--- src/rtl/owrs_pkg.sv ---
// ----------------------------------------------------------------------------
// owrs_pkg - shared types for the two-device rom search
// operation codes, state and result records, bit-serial crc8 helper
// ----------------------------------------------------------------------------
package owrs_pkg;

	localparam int unsigned ROM_BITS = 64;
	localparam int unsigned POS_W    = $clog2(ROM_BITS);
	localparam int unsigned FAM_W    = 7;
	localparam logic [7:0]  CRC_POLY = 8'h8C;

	typedef enum logic [1:0] {
		OP_START = 2'd0,
		OP_RESET = 2'd1,
		OP_BITS  = 2'd2,
		OP_RSVD  = 2'd3
	} owrs_op_t;

	typedef struct packed {
		logic                pass_number;
		logic                conflict_seen;
		logic                in_pass;
		logic                finished;
		logic [POS_W-1:0]    bit_position;
		logic [ROM_BITS-1:0] rom_shift;
		logic [7:0]          crc_value;
		logic [1:0]          device_count;
	} owrs_state_t;

	// state after reset: everything clear, search ended
	localparam owrs_state_t STATE_RESET = {
		1'b0, 1'b0, 1'b0, 1'b1, {POS_W{1'b0}}, {ROM_BITS{1'b0}}, 8'h00, 2'd0
	};

	typedef struct packed {
		logic                write_bit;
		logic                write_valid;
		logic [ROM_BITS-1:0] rom_id;
		logic                rom_valid;
		logic                rom_slot;
		logic [1:0]          found_count;
		logic                need_reset;
		logic                search_done;
		logic                order_error;
	} owrs_result_t;

	// one step of the reflected crc8
	function automatic logic [7:0] crc_bit(input logic [7:0] crc, input logic din);
		logic       fb;
		logic [7:0] nxt;
		fb  = crc[0] ^ din;
		nxt = {1'b0, crc[7:1]};
		if (fb) begin
			nxt = nxt ^ CRC_POLY;
		end
		return nxt;
	endfunction

endpackage

--- src/rtl/owrs_cmd_if.sv ---
// ----------------------------------------------------------------------------
// owrs_cmd_if - request channel of the rom search
// valid/ready handshake carrying one operation and its bus bits
// ----------------------------------------------------------------------------
interface owrs_cmd_if;
	logic       valid;
	logic       ready;
	logic [1:0] operation;
	logic       presence;
	logic       first_bit;
	logic       second_bit;

	modport source (
		output valid, operation, presence, first_bit, second_bit,
		input  ready
	);
	modport sink (
		input  valid, operation, presence, first_bit, second_bit,
		output ready
	);
endinterface

--- src/rtl/owrs_rsp_if.sv ---
// ----------------------------------------------------------------------------
// owrs_rsp_if - result channel of the rom search
// valid/ready handshake carrying the direction bit, rom id and status
// ----------------------------------------------------------------------------
interface owrs_rsp_if;
	logic        valid;
	logic        ready;
	logic        write_bit;
	logic        write_valid;
	logic [63:0] rom_id;
	logic        rom_valid;
	logic        rom_slot;
	logic [1:0]  found_count;
	logic        need_reset;
	logic        search_done;
	logic        order_error;

	modport source (
		output valid, write_bit, write_valid, rom_id, rom_valid, rom_slot,
		       found_count, need_reset, search_done, order_error,
		input  ready
	);
	modport sink (
		input  valid, write_bit, write_valid, rom_id, rom_valid, rom_slot,
		       found_count, need_reset, search_done, order_error,
		output ready
	);
endinterface

--- src/rtl/owrs_step.sv ---
// ----------------------------------------------------------------------------
// owrs_step - next-state and result logic for one request
// purely combinational, evaluated once per accepted request
// ----------------------------------------------------------------------------
module owrs_step (
	input  owrs_pkg::owrs_state_t               cur,
	input  logic [1:0]                          operation,
	input  logic                                presence,
	input  logic                                first_bit,
	input  logic                                second_bit,
	input  logic [owrs_pkg::FAM_W-1:0]          family_code,
	output owrs_pkg::owrs_state_t               nxt,
	output owrs_pkg::owrs_result_t              res
);

	logic                             dir;
	logic [7:0]                       crc_nxt;
	logic [owrs_pkg::ROM_BITS-1:0]    shift_nxt;
	logic                             last_bit;

	assign dir       = (first_bit != second_bit) ? first_bit : cur.pass_number;
	assign crc_nxt   = owrs_pkg::crc_bit(cur.crc_value, dir);
	// lsb first: new bit enters at the top, first bit lands in bit 0
	assign shift_nxt = {dir, cur.rom_shift[owrs_pkg::ROM_BITS-1:1]};
	assign last_bit  = (cur.bit_position == {owrs_pkg::POS_W{1'b1}});

	always_comb begin
		nxt = cur;
		res = '0;
		case (owrs_pkg::owrs_op_t'(operation))
			owrs_pkg::OP_START: begin
				nxt.pass_number   = 1'b0;
				nxt.conflict_seen = 1'b0;
				nxt.in_pass       = 1'b0;
				nxt.finished      = 1'b0;
				nxt.bit_position  = '0;
				nxt.rom_shift     = '0;
				nxt.crc_value     = '0;
				nxt.device_count  = 2'd0;
			end
			owrs_pkg::OP_RESET: begin
				if (cur.finished || cur.in_pass) begin
					res.order_error = 1'b1;
				end else if (!presence) begin
					nxt.finished = 1'b1;
				end else begin
					nxt.in_pass      = 1'b1;
					nxt.bit_position = '0;
					nxt.rom_shift    = '0;
					nxt.crc_value    = '0;
				end
			end
			owrs_pkg::OP_BITS: begin
				if (!cur.in_pass) begin
					res.order_error = 1'b1;
				end else if (first_bit && second_bit) begin
					// nobody answered: abort
					nxt.in_pass  = 1'b0;
					nxt.finished = 1'b1;
				end else begin
					if (first_bit == second_bit) begin
						nxt.conflict_seen = 1'b1;
					end
					res.write_bit    = dir;
					res.write_valid  = 1'b1;
					nxt.rom_shift    = shift_nxt;
					nxt.crc_value    = crc_nxt;
					nxt.bit_position = cur.bit_position + 1'b1;
					if (last_bit) begin
						nxt.in_pass      = 1'b0;
						nxt.bit_position = '0;
						if (crc_nxt == 8'h00 &&
						    shift_nxt[owrs_pkg::FAM_W-1:0] == family_code) begin
							res.rom_id    = shift_nxt;
							res.rom_valid = 1'b1;
							res.rom_slot  = cur.pass_number;
							if (cur.device_count != 2'd2) begin
								nxt.device_count = cur.device_count + 2'd1;
							end
							if (!cur.pass_number && (cur.conflict_seen ||
							    first_bit == second_bit)) begin
								nxt.pass_number = 1'b1;
							end else begin
								nxt.finished = 1'b1;
							end
						end else begin
							nxt.finished = 1'b1;
						end
					end
				end
			end
			default: begin
				res.order_error = 1'b1;
			end
		endcase
		res.found_count = nxt.device_count;
		res.need_reset  = !nxt.finished && !nxt.in_pass;
		res.search_done = nxt.finished;
	end

endmodule

--- src/rtl/owrs_rsp_reg.sv ---
// ----------------------------------------------------------------------------
// owrs_rsp_reg - result register in front of the result channel
// holds one result, reloads in the cycle it is taken
// ----------------------------------------------------------------------------
module owrs_rsp_reg (
	input  logic                   clk,
	input  logic                   arst_n,
	input  logic                   load,
	input  owrs_pkg::owrs_result_t data,
	output logic                   room,
	owrs_rsp_if.source             rsp
);

	logic                   valid_q;
	owrs_pkg::owrs_result_t data_q;

	assign room = !valid_q || rsp.ready;

	always_ff @(posedge clk or negedge arst_n) begin
		if (!arst_n) begin
			valid_q <= 1'b0;
		end else if (room) begin
			valid_q <= load;
		end
	end

	always_ff @(posedge clk) begin
		if (load) begin
			data_q <= data;
		end
	end

	assign rsp.valid       = valid_q;
	assign rsp.write_bit   = data_q.write_bit;
	assign rsp.write_valid = data_q.write_valid;
	assign rsp.rom_id      = data_q.rom_id;
	assign rsp.rom_valid   = data_q.rom_valid;
	assign rsp.rom_slot    = data_q.rom_slot;
	assign rsp.found_count = data_q.found_count;
	assign rsp.need_reset  = data_q.need_reset;
	assign rsp.search_done = data_q.search_done;
	assign rsp.order_error = data_q.order_error;

endmodule

--- src/rtl/onewire_two_device_rom_search.sv ---
// ----------------------------------------------------------------------------
// onewire_two_device_rom_search - search rom engine for up to two devices
// tracks a search rom sequence one bus event at a time
// ----------------------------------------------------------------------------
// Every request gives exactly one result. A request is taken each cycle the
// result register is empty or its content is being taken, so the sustained
// rate is one request per clock; the result is registered and appears in the
// cycle after the request is taken. The whole update of the search state
// (direction choice, rom shift, one crc8 step, end-of-pass checks) is one short
// combinational step between the state registers and the result register.
// Usage: send a start request, then a reset outcome carrying the presence
// flag, then 64 bit pairs, answering each with write_bit when write_valid
// is set. need_reset asks for another bus reset before the next pass;
// search_done means found_count is final. family_code must be written only
// while the block is idle; the block itself does not enforce this.
// ----------------------------------------------------------------------------
module onewire_two_device_rom_search (
	input  logic       clk,
	input  logic       arst_n,
	input  logic       family_code_wr_en,
	input  logic [6:0] family_code_wr_data,
	owrs_cmd_if.sink   cmd,
	owrs_rsp_if.source rsp
);

	// search state, reset leaves the search ended
	owrs_pkg::owrs_state_t  state_q;
	owrs_pkg::owrs_state_t  state_nxt;
	owrs_pkg::owrs_result_t result;
	logic [6:0]             family_code_q;
	logic                   room;
	logic                   accept;

	// a request goes in when the result register has room
	assign cmd.ready = room;
	assign accept    = cmd.valid && room;

	// family code register
	always_ff @(posedge clk or negedge arst_n) begin
		if (!arst_n) begin
			family_code_q <= '0;
		end else if (family_code_wr_en) begin
			family_code_q <= family_code_wr_data;
		end
	end

	// next state and result for the request on the channel
	owrs_step u_step (
		.cur         (state_q),
		.operation   (cmd.operation),
		.presence    (cmd.presence),
		.first_bit   (cmd.first_bit),
		.second_bit  (cmd.second_bit),
		.family_code (family_code_q),
		.nxt         (state_nxt),
		.res         (result)
	);

	// state advances only on an accepted request
	always_ff @(posedge clk or negedge arst_n) begin
		if (!arst_n) begin
			state_q <= owrs_pkg::STATE_RESET;
		end else if (accept) begin
			state_q <= state_nxt;
		end
	end

	// result register decouples the result channel
	owrs_rsp_reg u_rsp_reg (
		.clk    (clk),
		.arst_n (arst_n),
		.load   (accept),
		.data   (result),
		.room   (room),
		.rsp    (rsp)
	);

endmodule

--- src/flat_wrapper.sv ---
// flat-port wrapper written by rule: the top's interface ports become plain ports
module onewire_two_device_rom_search_flat 
  (clk, arst_n, family_code_wr_en, family_code_wr_data, cmd_valid, cmd_operation, cmd_presence, cmd_first_bit, cmd_second_bit, cmd_ready, rsp_valid, rsp_write_bit, rsp_write_valid, rsp_rom_id, rsp_rom_valid, rsp_rom_slot, rsp_found_count, rsp_need_reset, rsp_search_done, rsp_order_error, rsp_ready);
  owrs_cmd_if cmd_i ();
  owrs_rsp_if rsp_i ();
  input  logic clk;
  input  logic arst_n;
  input  logic family_code_wr_en;
  input  logic [6:0] family_code_wr_data;
  input wire logic [$bits(cmd_i.valid)-1:0] cmd_valid;
  input wire logic [$bits(cmd_i.operation)-1:0] cmd_operation;
  input wire logic [$bits(cmd_i.presence)-1:0] cmd_presence;
  input wire logic [$bits(cmd_i.first_bit)-1:0] cmd_first_bit;
  input wire logic [$bits(cmd_i.second_bit)-1:0] cmd_second_bit;
  output wire logic [$bits(cmd_i.ready)-1:0] cmd_ready;
  output wire logic [$bits(rsp_i.valid)-1:0] rsp_valid;
  output wire logic [$bits(rsp_i.write_bit)-1:0] rsp_write_bit;
  output wire logic [$bits(rsp_i.write_valid)-1:0] rsp_write_valid;
  output wire logic [$bits(rsp_i.rom_id)-1:0] rsp_rom_id;
  output wire logic [$bits(rsp_i.rom_valid)-1:0] rsp_rom_valid;
  output wire logic [$bits(rsp_i.rom_slot)-1:0] rsp_rom_slot;
  output wire logic [$bits(rsp_i.found_count)-1:0] rsp_found_count;
  output wire logic [$bits(rsp_i.need_reset)-1:0] rsp_need_reset;
  output wire logic [$bits(rsp_i.search_done)-1:0] rsp_search_done;
  output wire logic [$bits(rsp_i.order_error)-1:0] rsp_order_error;
  input wire logic [$bits(rsp_i.ready)-1:0] rsp_ready;
  assign cmd_i.valid = cmd_valid;
  assign cmd_i.operation = cmd_operation;
  assign cmd_i.presence = cmd_presence;
  assign cmd_i.first_bit = cmd_first_bit;
  assign cmd_i.second_bit = cmd_second_bit;
  assign cmd_ready = cmd_i.ready;
  assign rsp_valid = rsp_i.valid;
  assign rsp_write_bit = rsp_i.write_bit;
  assign rsp_write_valid = rsp_i.write_valid;
  assign rsp_rom_id = rsp_i.rom_id;
  assign rsp_rom_valid = rsp_i.rom_valid;
  assign rsp_rom_slot = rsp_i.rom_slot;
  assign rsp_found_count = rsp_i.found_count;
  assign rsp_need_reset = rsp_i.need_reset;
  assign rsp_search_done = rsp_i.search_done;
  assign rsp_order_error = rsp_i.order_error;
  assign rsp_i.ready = rsp_ready;
  onewire_two_device_rom_search u_core (.clk(clk), .arst_n(arst_n), .family_code_wr_en(family_code_wr_en), .family_code_wr_data(family_code_wr_data), .cmd(cmd_i), .rsp(rsp_i));
endmodule
--- config.mk ---
export PLATFORM = sky130hd
export DESIGN_NAME = onewire_two_device_rom_search_flat
export DESIGN_NICKNAME = d
export VERILOG_FILES = /design/src/rtl/owrs_pkg.sv /design/src/rtl/owrs_cmd_if.sv /design/src/rtl/owrs_rsp_if.sv /design/src/rtl/owrs_step.sv /design/src/rtl/owrs_rsp_reg.sv /design/src/rtl/onewire_two_device_rom_search.sv /design/src/flat_wrapper.sv
export SDC_FILE = /design/constraint.sdc
export NUM_CORES = 1
export LEC_CHECK = 0
export ABC_CLOCK_PERIOD_IN_PS = 3480
export BUFFER_PORTS_ARGS = -buffer_cell sky130_fd_sc_hd__buf_4
export CORE_AREA = 2 2 194 101
export CTS_CLUSTER_SIZE = 28
export DETAILED_ROUTE_END_ITERATION = 6
export DIE_AREA = 0 0 196 103
export HOLD_SLACK_MARGIN = 0.06
export PLACE_DENSITY = 0.65
export REMOVE_ABC_BUFFERS = 1
export SLEW_MARGIN = 20
export SYNTH_ARGS = -nofsm -noshare
export SYNTH_HDL_FRONTEND = slang
export SYNTH_SLANG_ARGS = --single-unit
export TNS_END_PERCENT = 20
--- constraint.sdc ---
create_clock -name clk -period 3.48 [get_ports clk]
set_clock_uncertainty 0.1 [all_clocks]
set_input_delay 0.522 -clock clk [delete_from_list [all_inputs] [get_ports clk]]
set_output_delay 0.522 -clock clk [all_outputs]
set_load 0.02 [all_outputs]
# Yosys cells after proc, flatten, opt, wreduce, memory -nomap -nowiden
# Index checks and enable logic that the tools add are counted.
[classes]
mul = 0
n_addsub = 2
shifts = 0
n_eq_ne = 15
n_reduce_logical = 23
muxes = 29
n_div = 0
magnitude_cmp = 0
bitwise_logic = 6
[ops]
columns = ["op", "n"]
rows = [
  ["one-hot mux 80 bit (3 select lines)", 1],
  ["two-way mux 80 bit", 2],
  ["two-way mux 66 bit", 2],
  ["two-way mux 84 bit", 1],
  ["two-way mux 78 bit", 1],
  ["two-way mux 67 bit", 1],
  ["two-way mux 8 bit", 2],
  ["inequality test 2 bit, second input constant", 8],
  ["two-way mux 1 bit", 11],
  ["two-way mux 2 bit", 5],
  ["zero test 8 bit", 1],
  ["one-hot mux 2 bit (2 select lines)", 2],
  ["== test 7 bit", 1],
  ["AND reduction 7 bit", 1],
  ["adder 6 x 1 -> 6 bit, second input constant", 1],
  ["== test 6 bit, second input constant", 1],
  ["AND reduction 6 bit", 1],
  ["logical AND 1 bit", 5],
  ["AND reduction 5 bit", 1],
  ["OR reduction 5 bit", 1],
  ["zero test 1 bit", 4],
  ["NOT 1 bit", 4],
  ["OR reduction 4 bit", 1],
  ["logical OR 1 bit", 3],
  ["other kinds (14)", 14],
]
[totals]
romBits = 0
elab_cells = 94
mem_count = 0
ff_bits = 165
latchBits = 0
ram_bits = 0
out_inout_bits = 75
inputBits = 17

# Longest topological paths before layout
[depth]
ltp_word = 13
mapped_depth = 9
depth_no_buf = 8

# Modules after synthesis
# A second synthesis with hierarchy kept.
[hier_totals]
cells_unflattened = 615
area_unflattened_um2 = 8039.0
[modules_own_cells]
columns = ["mod", "n_inst", "seq_area_each_um2", "area_each_um2", "cells_per_inst"]
rows = [
  ["onewire_two_device_rom_search", 1, 2278.4, 3646.0, 194],
  ["owrs_rsp_reg", 1, 2217.1, 2239.6, 76],
  ["owrs_step", 1, 0.0, 2153.3, 345],
]

# Worst setup path before layout
# No wires, ideal clock.
[synth_path]
path_kind = "input to register"
startpoint = "in rsp_ready"
endpoint = "reg u_core.state_q[9] (netlist bit)"
path_stages = 7
arrival_time_ns = 3.667
path_slack_ns = -0.353
required_ns = 3.313
cell_sequence = "nand2b_1 -> nand2_1 -> inv_1 -> nand2b_1 -> nor3_1 -> clkbuf_1 -> a22o_1"
[synth_between]
elab_chain_len = 3
[synth_rtl]
columns = ["element", "line", "rtl"]
rows = [
  ["from (decl)", "flat_wrapper.sv:26", "input wire logic [$bits(rsp_i.ready)-1:0] rsp_ready;"],
  ["logical OR 1 bit", "owrs_rsp_reg.sv:17", "assign room = !valid_q || rsp.ready;"],
  ["logical AND 1 bit", "onewire_two_device_rom_search.sv:36", "assign accept = cmd.valid && room;"],
  ["net u_core.accept", "onewire_two_device_rom_search.sv:32", "logic accept;"],
  ["AND reduction 6 bit (no source line)", "--", ""],
  ["to (signal assigned)", "onewire_two_device_rom_search.sv:62", "state_q <= owrs_pkg::STATE_RESET;"],
  ["to (signal assigned)", "onewire_two_device_rom_search.sv:64", "state_q <= state_nxt;"],
  ["to (decl)", "onewire_two_device_rom_search.sv:27", "owrs_pkg::owrs_state_t state_q;"],
]
# The timed path passes the listed nets, and every way through them passes these cells.
# A chain may end at the register's enable or synchronous reset.

# Final worst setup path
[layout_path]
startpoint = "in cmd_first_bit"
endpoint = "reg u_core.u_rsp_reg.data_q, in the netlist u_core.u_rsp_reg.rsp.rom_id[62], data pin"
[layout_between]
elab_chain_len = 8
elab_cells_between_ends = 9
classes_between = "eq/ne: 1; mux: 2; bitwise: 2; reduce/logical: 4"
[layout_rtl]
columns = ["element", "line", "rtl"]
rows = [
  ["from (decl)", "flat_wrapper.sv:13", "input wire logic [$bits(cmd_i.first_bit)-1:0] cmd_first_bit;"],
  ["inequality test 1 bit", "owrs_step.sv:21", "assign dir = (first_bit != second_bit) ? first_bit : cur.pass_number;"],
  ["two-way mux 1 bit", "owrs_step.sv:21", ""],
  ["XOR 1 bit", "owrs_pkg.sv:51", "fb = crc[0] ^ din;"],
  ["two-way mux 8 bit", "owrs_pkg.sv:53", "if (fb) begin"],
  ["zero test 8 bit", "owrs_step.sv:72", "if (crc_nxt == 8'h00 &&"],
  ["logical AND 1 bit", "owrs_step.sv:72", ""],
  ["NOT 1 bit (no source line)", "--", ""],
  ["OR reduction 5 bit (no source line) *", "--", ""],
  ["to (signal assigned)", "owrs_rsp_reg.sv:29", "data_q <= data;"],
  ["to (decl)", "owrs_rsp_reg.sv:15", "owrs_pkg::owrs_result_t data_q;"],
]
# Every way passes the cells marked *; elsewhere a longest branch is shown, timed or not.

==> reports/qor.yml <==
grt_pass1_vias: 3766
power.leakage_nw: 3.46
grt_pass1_wl_um: 21000
fin_util_pct: 42.2
fp.dieH_um: 103
drv_cap: 0
fp.dieW_um: 196
worst_path_max_delay_cell: "or4_4"
grt_start_max_net_pins: 79
syn_area_per_cell_um2: 14.6
drc: 0
fillerInstances: 1711
die-area_um2: 20200
drt_pass1_iterations: 4
hold_viol: 0
ir_drop_v: 0.000339
cts_hold_buf: 0
ys.flop_type: "dfrtp_1"
globalplace.congestion: 0.843
synth-edff-count: 73
avgViaCountPerCell: 5.00
cts_tree: "done"
cts_buffers: 17
worstSkewPairLatency_ns: 0.43
cts_buffer_depth: 2
synth_common_cells: "dfrtp_1, edfxtp_1, a22o_1"
ys_seq_area_share_pct: 70.2
slowest_delay_ns: 0.61
clkTransAtPathRegs_ns: 0.07
yosys.area.top_type_share_pct: 35.3
finalMaxSlewViolations: 0
period_share_pct: 73.3
syn2layout_area_growth_pct: 24.2
path_cells: "buf_4 > ha_1 > mux2i_2 > xnor2_1 > or4_4 > nor3_4 > buf_12 > and2_1"
syn_inst: 436
period_minus_slack_ns: 2.55
tightestPinTransition_ns: 0.968
numClockSinks: 164
yosysMostFrequentCell: "dfrtp_1"
ioPinCount: 92
critical_path_buf_inv_count: 2
drtAntennaViolNets: 0
antenna_found_initial: 0
cp_num_cells: 8
slew_headroom_pct: 35.4
syn_area_um2: 6370
cp-end-kind: "flip-flop"
yosys_warnings: 0
drive_gt1_share_pct: 26.7
p_per_area_nw_per_um2: 551
multi_input_area_um2: 1760
hold_path.class: "primary input to asynchronous set/reset pin"
setup_viol: 0
worstRegToRegCells: 5
critPathKind: "primary input to flip-flop"
wire_per_inst_um: 16.6
rsz0062_at_grt: "no"
grt.total_usage_pct: 13.8
finalNetCount: 546
drt-initial-drc-count: 293
dpl.hpwl_um: 8130
finalWirelength_um: 13000
hold_slack_ns: 0.0300
via_count: 3930
initial_core_util_pct: 34.0
synth_area_leaders: "dfrtp_1, edfxtp_1, a22o_1"
critPathMaxFanout: 65
crit_required_ns: 3.67
root_buffer: "clkbuf_16"
tns_ns: 0
portBuffers: 91
cts_resized: 0
async_flop_share_pct: 55.5
synth-seq-cells: 164
fmax_ghz: 0.392
ys_types: 39
cp-start-kind: "primary input"
diodes: 0
arrival_ns: 2.74
core-area_um2: 18700
status: "finished clean"
seqCellArea_um2: 4470
grt_overflow_total: 0
htree_levels: 4
yosysTopAreaCell: "dfrtp_1"
critical-path-top-delay-family: "simple AND/OR/NAND/NOR gates"
rows: 36
post_cts_buffers: 0
-- routing by layer --
layer	wire [um]	track usage [%]
met1	6590	20.0
met2	5440	19.1
met3	820	4.22
met5	0	0
met4	199	5.94
-- per-stage QoR --
step | worst slack (ns) | cells | power, mW | instance area (um^2)
final | 0.929 | 786 | 4.36 | 7910
after global routing | 0.831 | 786 | 4.52 | 7910
after CTS | 0.922 | 786 | 4.41 | 7910
after detailed placement | 0.473 | 754 | 2.44 | 7290
after global placement | 0.506 | 754 | 2.43 | 7290
after floorplan | -3.49 | 411 | 2.30 | 6240
-- kinds of logic after synthesis --
kind of cell | Yosys count | synth area share (%)
xor+xnor | 10 | 1.37
compound gates | 98 | 12.5
flops | 164 | 70.2
simple gates | 122 | 11.3
buf+inv | 30 | 2.43
mux | 9 | 1.63
fa+ha+maj | 3 | 0.589
-- sequential cells by signal, indices dropped and copies added, names as in the netlist, 2 cells and up --
register	count
u_core.family_code_q	7
u_core.u_rsp_reg.rsp.rom_id	64
u_core.state_q	83
u_core.u_rsp_reg.rsp.found_count	2
-- area by class of cell --
type / count / share of cell area, %
clock buffer: 17 / 5.38
clock inverter: 15 / 2.40
sequential: 164 / 56.5
inverter: 5 / 0.253
tap: 247 / 3.91
multi-input combinational: 242 / 22.2
timing repair buffer: 96 / 9.32
-- final timing paths --
check / from / end / slack [ns]
max in group asynchronous: arst_n / u_core.state_q[58] / 2.54
hold / removal: arst_n / u_core.family_code_q[0] / 0.03
setup / recovery: cmd_first_bit / u_core.u_rsp_reg.rsp.rom_id[62] / 0.93
min in group clk: cmd_valid / u_core.u_rsp_reg.rsp.valid / 0.20
hold reg to reg: u_core.state_q[20] / u_core.state_q[19] / 0.41
setup reg to reg: u_core.state_q[80] / u_core.state_q[73] / 0.99
-- power breakdown --
group	switching (mW)	internal (mW)	leakage, nW
Clock	0.812	1.15	0.296
Sequential	0.0353	2.09	1.97
Combinational	0.175	0.101	1.19
Total	1.02	3.34	3.46
-- placed cells by master (no fill, tap or decap), types with 2 or more instances in the layout --
| cell type | netlist | final |
|---|---|---|
| nand3_1 | 4 | 4 |
| a221o_1 | 2 | 2 |
| nor4_1 | 3 | 3 |
| ha_1 | 3 | 3 |
| a21oi_1 | 3 | 3 |
| clkbuf_16 | 0 | 17 |
| nand2b_1 | 6 | 6 |
| edfxtp_1 | 73 | 73 |
| inv_6 | 0 | 8 |
| and2_1 | 65 | 65 |
| o31ai_1 | 2 | 2 |
| dfrtp_1 | 90 | 90 |
| nand2_1 | 10 | 10 |
| o21ai_0 | 14 | 14 |
| a211o_1 | 2 | 2 |
| nor2b_1 | 4 | 4 |
| and3_1 | 6 | 6 |
| a22o_1 | 72 | 72 |
| clkinvlp_4 | 0 | 2 |
| nor2_1 | 7 | 7 |
| or2_2 | 2 | 2 |
| inv_1 | 5 | 4 |
| mux2_2 | 8 | 8 |
| xnor2_1 | 8 | 8 |
| bufinv_16 | 0 | 3 |
| nor3_1 | 7 | 6 |
| buf_4 | 1 | 94 |
| xor2_1 | 2 | 2 |
| nand4_1 | 2 | 2 |
Note: power is estimated with default switching activity, not from simulation.
